==> src/rtl/hmbc_pkg.sv <==
package hmbc_pkg;

  localparam int unsigned ByteW = 8;
  localparam int unsigned ModeW = 4;
  localparam int unsigned RoleW = 3;

  // Scanner mode codes.
  localparam logic [ModeW-1:0] MODE_TEXT   = 4'd0;
  localparam logic [ModeW-1:0] MODE_PFX1   = 4'd1;
  localparam logic [ModeW-1:0] MODE_PFX2   = 4'd2;
  localparam logic [ModeW-1:0] MODE_PFX3   = 4'd3;
  localparam logic [ModeW-1:0] MODE_TAG    = 4'd4;
  localparam logic [ModeW-1:0] MODE_TAGQ   = 4'd5;
  localparam logic [ModeW-1:0] MODE_CBODY  = 4'd6;
  localparam logic [ModeW-1:0] MODE_CDASH  = 4'd7;
  localparam logic [ModeW-1:0] MODE_CSPACE = 4'd8;

  // Byte role codes.
  localparam logic [RoleW-1:0] ROLE_TEXT     = 3'd0;
  localparam logic [RoleW-1:0] ROLE_OPEN     = 3'd1;
  localparam logic [RoleW-1:0] ROLE_TAG      = 3'd2;
  localparam logic [RoleW-1:0] ROLE_COMMENT  = 3'd3;
  localparam logic [RoleW-1:0] ROLE_TAGCLOSE = 3'd4;
  localparam logic [RoleW-1:0] ROLE_CMTCLOSE = 3'd5;

  localparam logic [ByteW-1:0] CH_LT    = 8'h3C;
  localparam logic [ByteW-1:0] CH_GT    = 8'h3E;
  localparam logic [ByteW-1:0] CH_BANG  = 8'h21;
  localparam logic [ByteW-1:0] CH_DASH  = 8'h2D;
  localparam logic [ByteW-1:0] CH_DQUOT = 8'h22;
  localparam logic [ByteW-1:0] CH_SQUOT = 8'h27;
  localparam logic [ByteW-1:0] CH_SPACE = 8'h20;
  localparam logic [ByteW-1:0] CH_TAB   = 8'h09;
  localparam logic [ByteW-1:0] CH_CR    = 8'h0D;

  typedef struct packed {
    logic [ModeW-1:0] mode;
    logic             quote_single;
  } scan_t;

  function automatic logic is_ws(input logic [ByteW-1:0] b);
    return (b == CH_SPACE) || ((b >= CH_TAB) && (b <= CH_CR));
  endfunction

endpackage

==> src/rtl/hmbc_step.sv <==
module hmbc_step import hmbc_pkg::*; (
  input  scan_t             state_i,
  input  logic [ByteW-1:0]  byte_i,
  input  logic              doc_start_i,
  output scan_t             state_o,
  output logic [RoleW-1:0]  role_o
);

  scan_t cur;
  scan_t tag_state;
  logic [RoleW-1:0] tag_role;
  logic [ByteW-1:0] close_quote;

  // A new document drops whatever the previous one left open.
  always_comb begin
    cur = state_i;
    if (doc_start_i) begin
      cur.mode         = MODE_TEXT;
      cur.quote_single = 1'b0;
    end
  end

  // Tag rules for a byte outside quotes.
  always_comb begin
    tag_state = cur;
    tag_role  = ROLE_TAG;
    if (byte_i == CH_DQUOT || byte_i == CH_SQUOT) begin
      tag_state.mode         = MODE_TAGQ;
      tag_state.quote_single = (byte_i == CH_SQUOT);
    end else if (byte_i == CH_GT) begin
      tag_state.mode = MODE_TEXT;
      tag_role       = ROLE_TAGCLOSE;
    end else begin
      tag_state.mode = MODE_TAG;
    end
  end

  assign close_quote = cur.quote_single ? CH_SQUOT : CH_DQUOT;

  always_comb begin
    state_o = cur;
    role_o  = ROLE_TEXT;
    unique case (cur.mode)
      MODE_PFX1: begin
        if (byte_i == CH_BANG) begin
          state_o.mode = MODE_PFX2;
          role_o       = ROLE_TAG;
        end else begin
          state_o = tag_state;
          role_o  = tag_role;
        end
      end
      MODE_PFX2: begin
        if (byte_i == CH_DASH) begin
          state_o.mode = MODE_PFX3;
          role_o       = ROLE_TAG;
        end else begin
          state_o = tag_state;
          role_o  = tag_role;
        end
      end
      MODE_PFX3: begin
        if (byte_i == CH_DASH) begin
          state_o.mode = MODE_CBODY;
          role_o       = ROLE_COMMENT;
        end else begin
          state_o = tag_state;
          role_o  = tag_role;
        end
      end
      MODE_TAG: begin
        state_o = tag_state;
        role_o  = tag_role;
      end
      MODE_TAGQ: begin
        role_o = ROLE_TAG;
        if (byte_i == close_quote) begin
          state_o.mode = MODE_TAG;
        end
      end
      MODE_CBODY: begin
        role_o = ROLE_COMMENT;
        if (byte_i == CH_DASH) begin
          state_o.mode = MODE_CDASH;
        end
      end
      MODE_CDASH, MODE_CSPACE: begin
        role_o = ROLE_COMMENT;
        if (byte_i == CH_GT) begin
          state_o.mode = MODE_TEXT;
          role_o       = ROLE_CMTCLOSE;
        end else if (cur.mode == MODE_CDASH && byte_i == CH_DASH) begin
          state_o.mode = MODE_CDASH;
        end else if (is_ws(byte_i)) begin
          state_o.mode = MODE_CSPACE;
        end else begin
          // Anything else is swallowed and the dash search restarts.
          state_o.mode = MODE_CBODY;
        end
      end
      default: begin
        if (byte_i == CH_LT) begin
          state_o.mode = MODE_PFX1;
          role_o       = ROLE_OPEN;
        end else begin
          state_o.mode = MODE_TEXT;
          role_o       = ROLE_TEXT;
        end
      end
    endcase
  end

endmodule

==> src/rtl/html_markup_byte_classifier.sv <==
// A byte taken in is held in the input register and classified there; the byte and its role
// then move to the output register, which holds them until the output transfer.
// Throughput: one byte per cycle while m_axis_tready stays high. A result that waits
// holds both registers, and s_axis_tready falls once the input register is full.
// The scanner state update is a single small case per byte between the two registers.
// Reset (rst_ni low, asynchronous) empties both registers and puts the scanner in text mode.
module html_markup_byte_classifier import hmbc_pkg::*; (
  input  logic             clk_i,
  input  logic             rst_ni,
  input  logic             s_axis_tvalid,
  output logic             s_axis_tready,
  input  logic [ByteW-1:0] s_axis_tdata,   // [7:0] byte_in
  input  logic             s_axis_tuser,   // [0] doc_start
  output logic             m_axis_tvalid,
  input  logic             m_axis_tready,
  output logic [ByteW-1:0] m_axis_tdata,   // [7:0] byte_out
  output logic [RoleW-1:0] m_axis_tuser    // [2:0] byte_role
);

  logic             in_valid_q;
  logic [ByteW-1:0] in_byte_q;
  logic             in_start_q;
  logic             out_valid_q;
  logic [ByteW-1:0] out_byte_q;
  logic [RoleW-1:0] out_role_q;
  scan_t            state_q;
  scan_t            state_d;
  logic [RoleW-1:0] role_d;
  logic             advance;

  assign advance       = in_valid_q && (!out_valid_q || m_axis_tready);
  assign s_axis_tready = !in_valid_q || advance;

  hmbc_step u_step (
    .state_i     (state_q),
    .byte_i      (in_byte_q),
    .doc_start_i (in_start_q),
    .state_o     (state_d),
    .role_o      (role_d)
  );

  always_ff @(posedge clk_i or negedge rst_ni) begin
    if (!rst_ni) begin
      in_valid_q           <= 1'b0;
      out_valid_q          <= 1'b0;
      state_q.mode         <= MODE_TEXT;
      state_q.quote_single <= 1'b0;
    end else begin
      if (s_axis_tready) begin
        in_valid_q <= s_axis_tvalid;
      end
      if (advance) begin
        out_valid_q <= 1'b1;
        state_q     <= state_d;
      end else if (m_axis_tready) begin
        out_valid_q <= 1'b0;
      end
    end
  end

  always_ff @(posedge clk_i) begin
    if (s_axis_tready && s_axis_tvalid) begin
      in_byte_q  <= s_axis_tdata;
      in_start_q <= s_axis_tuser;
    end
    if (advance) begin
      out_byte_q <= in_byte_q;
      out_role_q <= role_d;
    end
  end

  assign m_axis_tvalid = out_valid_q;
  assign m_axis_tdata  = out_byte_q;
  assign m_axis_tuser  = out_role_q;

  a_advance_fills_out: assert property (@(posedge clk_i) disable iff (!rst_ni)
    advance |=> out_valid_q)
    else $error("output register not filled after a transfer moved forward");

  a_byte_passes: assert property (@(posedge clk_i) disable iff (!rst_ni)
    advance |=> (m_axis_tdata == $past(in_byte_q)))
    else $error("output byte differs from the input byte");

  a_open_enters_prefix: assert property (@(posedge clk_i) disable iff (!rst_ni)
    (advance && role_d == ROLE_OPEN) |=> (state_q.mode == MODE_PFX1))
    else $error("tag opener did not start the comment prefix check");

  a_close_to_text: assert property (@(posedge clk_i) disable iff (!rst_ni)
    (advance && (role_d == ROLE_TAGCLOSE || role_d == ROLE_CMTCLOSE))
      |=> (state_q.mode == MODE_TEXT))
    else $error("closing byte did not return the scanner to text");

endmodule
==> config.mk <==
export PLATFORM = sky130hd
export DESIGN_NAME = html_markup_byte_classifier
export DESIGN_NICKNAME = d
export VERILOG_FILES = /design/src/rtl/hmbc_pkg.sv /design/src/rtl/hmbc_step.sv /design/src/rtl/html_markup_byte_classifier.sv
export SDC_FILE = /design/constraint.sdc
export NUM_CORES = 1
export LEC_CHECK = 0
export ABC_AREA = 1
export ABC_CLOCK_PERIOD_IN_PS = 1800
export BUFFER_PORTS_ARGS = -buffer_cell sky130_fd_sc_hd__buf_2
export CORE_ASPECT_RATIO = 0.9
export CORE_MARGIN = 10
export CORE_UTILIZATION = 54
export DETAILED_ROUTE_END_ITERATION = 10
export GPL_TIMING_DRIVEN = 1
export PLACE_DENSITY = 0.78
export SLEW_MARGIN = 40
export SYNTH_ARGS = -nofsm -noshare
export SYNTH_HDL_FRONTEND = slang
export SYNTH_SLANG_ARGS = --single-unit
==> constraint.sdc <==
create_clock -name clk_i -period 1.8 [get_ports clk_i]
set_input_delay 0.18 -clock clk_i [delete_from_list [all_inputs] [get_ports clk_i]]
set_output_delay 0.18 -clock clk_i [all_outputs]
set_load 0.05 [all_outputs]
# Yosys cells after proc, flatten, opt, wreduce, memory -nomap -nowiden
# Cells that the tools add are included.
# totals
register_bits	27
# classes
magnitude_cmp	2
eq_ne	16
mux	28
n_reduce_logical	13
# op_table
op	n
8-bit by 6-bit == test with 1-bit output, second input constant	7
4-bit two-way mux	9
4-bit one-hot mux with 7 select lines	1
3-bit two-way mux	8
3-bit one-hot mux with 7 select lines	1
4-bit by 3-bit == test with 1-bit output, second input constant	4
4-bit by 2-bit == test with 1-bit output, second input constant	2
8-bit == test	1
8-bit by 4-bit greater-or-equal comparator with 1-bit output, second input constant	1
8-bit by 4-bit <= comparator with 1-bit output, second input constant	1
1-bit two-way mux	7
5-bit two-way mux	1
4-bit by 1-bit == test with 1-bit output, second input constant	1
4-bit == test, second input constant	1
1-bit logical AND	4
1-bit logical OR	4
2-bit OR reduction	2
1-bit one-hot mux with 3 select lines	1
1-bit logical NOT	2
2-bit nonzero test	1

# Logic depth before layout (Yosys ltp)
# logic_depth
ltp_word	7
depth_mapped	11
depth_no_buf	11

# Cells and area by module
# From an unflattened synthesis, not the netlist that was laid out.
# hier_totals
hier_cells	174
hier_area_um2	1493.9
# by_module_without_submodules
module	instances	cells_per_inst	area_per_inst_um2	seq_area_each_um2
html_markup_byte_classifier	1	51	873.3	775.7
hmbc_step	1	123	620.6	0.0

# Worst setup path after synthesis
# OpenSTA, ideal clock, no wires.
# synth_path
path_kind	reg-to-reg
start	register out_valid_q (netlist: m_axis_tvalid)
end	register in_byte_q[0], enable pin
setup_ps	280
arrival_ps	1545
required_time_ps	1520
path_slack_ps	-25
path_stages_with_launch	4
period_less_slack_ps	1825
path_cell_list	dfrtp_1 nand3_1 nand2_1 inv_1
# synth_between
elab_chain_len	5
# synth_rtl
item	line_no	source
from (decl)	html_markup_byte_classifier.sv:23	logic out_valid_q;
from (signal assigned)	html_markup_byte_classifier.sv:45	out_valid_q <= 1'b0;
from (signal assigned)	html_markup_byte_classifier.sv:53	out_valid_q <= 1'b1;
from (signal assigned)	html_markup_byte_classifier.sv:56	out_valid_q <= 1'b0;
1-bit logical NOT	html_markup_byte_classifier.sv:31	assign advance = in_valid_q && (!out_valid_q || m_axis_tready);
1-bit logical OR	html_markup_byte_classifier.sv:31	
1-bit logical AND	html_markup_byte_classifier.sv:31	
1-bit logical OR	html_markup_byte_classifier.sv:32	assign s_axis_tready = !in_valid_q || advance;
via s_axis_tready	html_markup_byte_classifier.sv:11	output logic s_axis_tready,
1-bit logical AND	html_markup_byte_classifier.sv:62	if (s_axis_tready && s_axis_tvalid) begin
to (signal assigned)	html_markup_byte_classifier.sv:63	in_byte_q <= s_axis_tdata;
to (decl)	html_markup_byte_classifier.sv:21	logic [ByteW-1:0] in_byte_q;
# The timed path passes the listed nets, and every way through them passes these cells.
# A chain may end at the register's enable or synchronous reset.

# Worst setup path in the final report
# layout_path
start	register in_byte_q[1]
end	register out_role_q[2] (netlist: m_axis_tuser[2]) (data pin)
# layout_between
elab_chain_len	5
elab_cells_between_ends	13
classes_between	eq/ne (5); mux (7); reduce/logical (1)
# layout_rtl
item	line_no	source
8-bit by 6-bit == test with 1-bit output (on tied branches)	hmbc_step.sv:30, hmbc_step.sv:89, hmbc_step.sv:27	
3-bit two-way mux or 1-bit logical OR (tied branches)	hmbc_step.sv:30, hmbc_step.sv:27	
3-bit two-way mux	hmbc_step.sv:27	if (byte_i == CH_DQUOT || byte_i == CH_SQUOT) begin
3-bit two-way mux (on tied branches)	hmbc_step.sv:63, hmbc_step.sv:54, hmbc_step.sv:45	
3-bit one-hot mux with 7 select lines (*)	hmbc_step.sv:43	unique case (cur.mode)
via role_d[2]	html_markup_byte_classifier.sv:28	logic [RoleW-1:0] role_d;
to (signal assigned)	html_markup_byte_classifier.sv:68	out_role_q <= role_d;
to (decl)	html_markup_byte_classifier.sv:25	logic [RoleW-1:0] out_role_q;
# The timed path passes the listed nets; every way through them passes the cells marked *.

==> flow_metrics.env <==
export IMPL_status="completed"
export IMPL_grtUsageTotal_pct=12.1
export IMPL_drt_iter0_markers=103
export IMPL_grt_overflow=0
export IMPL_cp_startpoint="in_byte_q[1]$_DFFE_PP_"
export IMPL_cp_max_fo=7
export IMPL_fp_dieW_um=74.4
export IMPL_dp_hpwl_um=2330
export IMPL_drt_first_pass_iters=4
export IMPL_synth_cells=171
export IMPL_cts_tree="built"
export IMPL_place_port_buffers=25
export IMPL_synth_edf_count=20
export IMPL_rows=17
export IMPL_r2r_start="in_byte_q[1]$_DFFE_PP_"
export IMPL_drc=0
export IMPL_area_growth_pct=19.6
export IMPL_synth_area_um2=1440
export IMPL_yosysMostFrequentCell="nand2_1"
export IMPL_antenna_found_initial=0
export IMPL_htree_levels=1
export IMPL_die_h_um=69.0
export IMPL_worst_setup_path_type="reg2reg"
export IMPL_ys_ff_latch=27
export IMPL_synth_cell_types=20
export IMPL_synth_top_cell_area_share_pct=41.8
export IMPL_synth_top_flop_cell="edfxtp_1"
export IMPL_clkSinkCount=27
export IMPL_min_period_over_period_pct=90.3
export IMPL_gp_congestion=0.993
export IMPL_synth_top_area_cell="edfxtp_1"
export IMPL_via_per_inst=5.12
export IMPL_start_kind="flip-flop"
export IMPL_max_cap_viol_count=0
export IMPL_max_freq_mhz=615
export IMPL_clk_latency_ns=0.32
export IMPL_ant_nets=0
export IMPL_skew_ns=0.00574
export IMPL_hold_buffers=1
export IMPL_final_nets=223
export IMPL_slew_viol_final=0
export IMPL_min_from="s_axis_tuser"
export IMPL_max_slew_margin_pct=78.0
export IMPL_cts_resized=0
export IMPL_synth_yosys_seq_area_share_pct=54.0
export IMPL_synth_commonest_cells="nand2_1 (55), nor2_1 (22), edfxtp_1 (20), inv_1 (20), nand3_1 (12)"
export IMPL_finalHoldViolations=0
export IMPL_hold_path_class="in2reg"
export IMPL_wire_per_inst_um=12.8
export IMPL_path_clk_slew_ns=0.14
export IMPL_post_cts_buffers=0
export IMPL_final_cell_area_um2=1720
export IMPL_ys_top_cells_by_area="edfxtp_1 (42%), nand2_1 (14%), dfrtp_1 (12%)"
export IMPL_setup_violations=0
export IMPL_initial_core_util_pct=57.8
export IMPL_ios=26
export IMPL_cts_buffers=3
export IMPL_ir_worst_vdd_mv=0.807
export IMPL_n_antenna_cell=0
export IMPL_period_needed_ns=1.62
export IMPL_post_place_cells=225
export IMPL_crit_required_ns=1.89
export IMPL_grt_pass1_wl_um=5050
export IMPL_fillerInstances=208
export IMPL_synth_fp_nets=184
export IMPL_vias=1214
export IMPL_avgSynthCellArea_um2=8.41
export IMPL_power_density_nw_per_um2=883
export IMPL_worstMarginPinSlew_ns=0.329
export IMPL_cts_path_max_buffers=2
export IMPL_die_area_um2=5130
export IMPL_power_leakage_nw=0.834
export IMPL_grt_max_degree=17
export IMPL_grt_pass1_vias=1178
export IMPL_async_reset_ff_share_pct=25.9
export IMPL_yosys_warnings=0
export IMPL_grt_setup_unrepaired="no"
export IMPL_end_kind="flip-flop"
export IMPL_arrival_ns=1.72
export IMPL_drt_wl_total_um=3030
export IMPL_finalNonFillerCells=237
export IMPL_post_dp_cell_area_um2=1610
export IMPL_cts_root_buf="clkbuf_4"
export IMPL_core_um2=2490
export IMPL_drive_above_1_share_pct=22.5
## through the flow
step	setup TNS (ns)	utilization, %	power (mW)	setup slack (ns)	hold WS, ns
CTS	0	66.3	1.52	0.198	0.0149
global placement	0	64.7	1.25	0.259	0.0159
global route	0	69.1	1.61	0.0207	0.00328
finish	0	69.1	1.52	0.175	0.0285
floorplan	-0.00157	-	1.15	-0.00157	-0.116
detailed placement	0	64.7	1.26	0.216	0.0170
## where the power goes
group,leakage (nW),internal (mW),switching [mW]
combinational,0.532,0.123,0.328
clock,0.0183,0.0866,0.168
sequential,0.284,0.756,0.0563
total,0.834,0.966,0.552
## flip-flops by register name, indices dropped and copies added (netlist names)
name           flops
m_axis_tvalid      1
in_start_q         1
m_axis_tuser       3
in_byte_q          8
state_q            5
m_axis_tdata       8
in_valid_q         1
## cell usage in the layout, fill, tap and decap left out
cell,netlist,final
clkinv_1,1,1
nand2_1,55,55
a21oi_1,3,3
inv_2,1,1
o21a_1,1,1
nor2_1,22,22
clkbuf_4,0,3
nand3_1,12,11
nor2_2,6,6
or2_1,1,1
nand4_1,3,3
o21ai_0,6,6
edfxtp_1,20,20
dlygate4sd3_1,0,8
nand3b_1,1,1
and3_1,1,1
buf_2,0,25
nor2_4,2,2
nand3_2,0,1
o21ai_1,2,2
dfrtp_1,7,7
nand2_4,5,5
inv_4,0,1
nand2_2,2,2
inv_1,20,20
buf_4,0,1
## routing by layer
metal  track usage (%)  up-vias  wire [um]
met5                 0        -          0
met4              3.65        0         39
met2              19.9       47       1380
met3              4.56        4        285
li1                  -      626          -
met1              14.4      537       1330
## layout make-up
class | instances | area [um^2] | share of cell area, %
sequential | 27 | 776 | 45.1
multi-input combinational | 122 | 584 | 34.0
timing repair buffer | 34 | 213 | 12.4
inverter | 22 | 82.6 | 4.80
tap | 28 | 35.0 | 2.04
clock buffer | 3 | 22.5 | 1.31
clock inverter | 1 | 6.26 | 0.364
## final timing paths
check / to / cells after the start / slack (ns)
setup / recovery: m_axis_tuser[2]$_DFFE_PP_ / 9 / 0.18
hold / removal: in_start_q$_DFFE_PP_ / 1 / 0.03
setup reg to reg: m_axis_tuser[2]$_DFFE_PP_ / 9 / 0.18
hold reg to reg: state_q[0]$_DFFE_PN0P_ / 2 / 0.50
max in group asynchronous: state_q[0]$_DFFE_PN0P_ / 2 / 1.47
min in group asynchronous: state_q[4]$_DFFE_PN0P_ / 2 / 0.19
## kinds of logic after synthesis
group	count (synthesis)	share of synthesized area, %
and+or+nand+nor	110	35.9
DFF	27	54.0
buffers and inverters	22	5.74
AOI/OAI and AO/OA	12	4.35
## critical path: stages, from the launching register on
cell and delay (ns):
edfxtp_1 0.53, inv_1 0.12, nand2_1 0.07, nor2_1 0.15, nand2_1 0.07, nand2_1 0.08, nand2_1 0.07, nor2_1 0.10
nor2_1 0.05, o21a_1 0.16
Power figures use the tool's default switching activity.
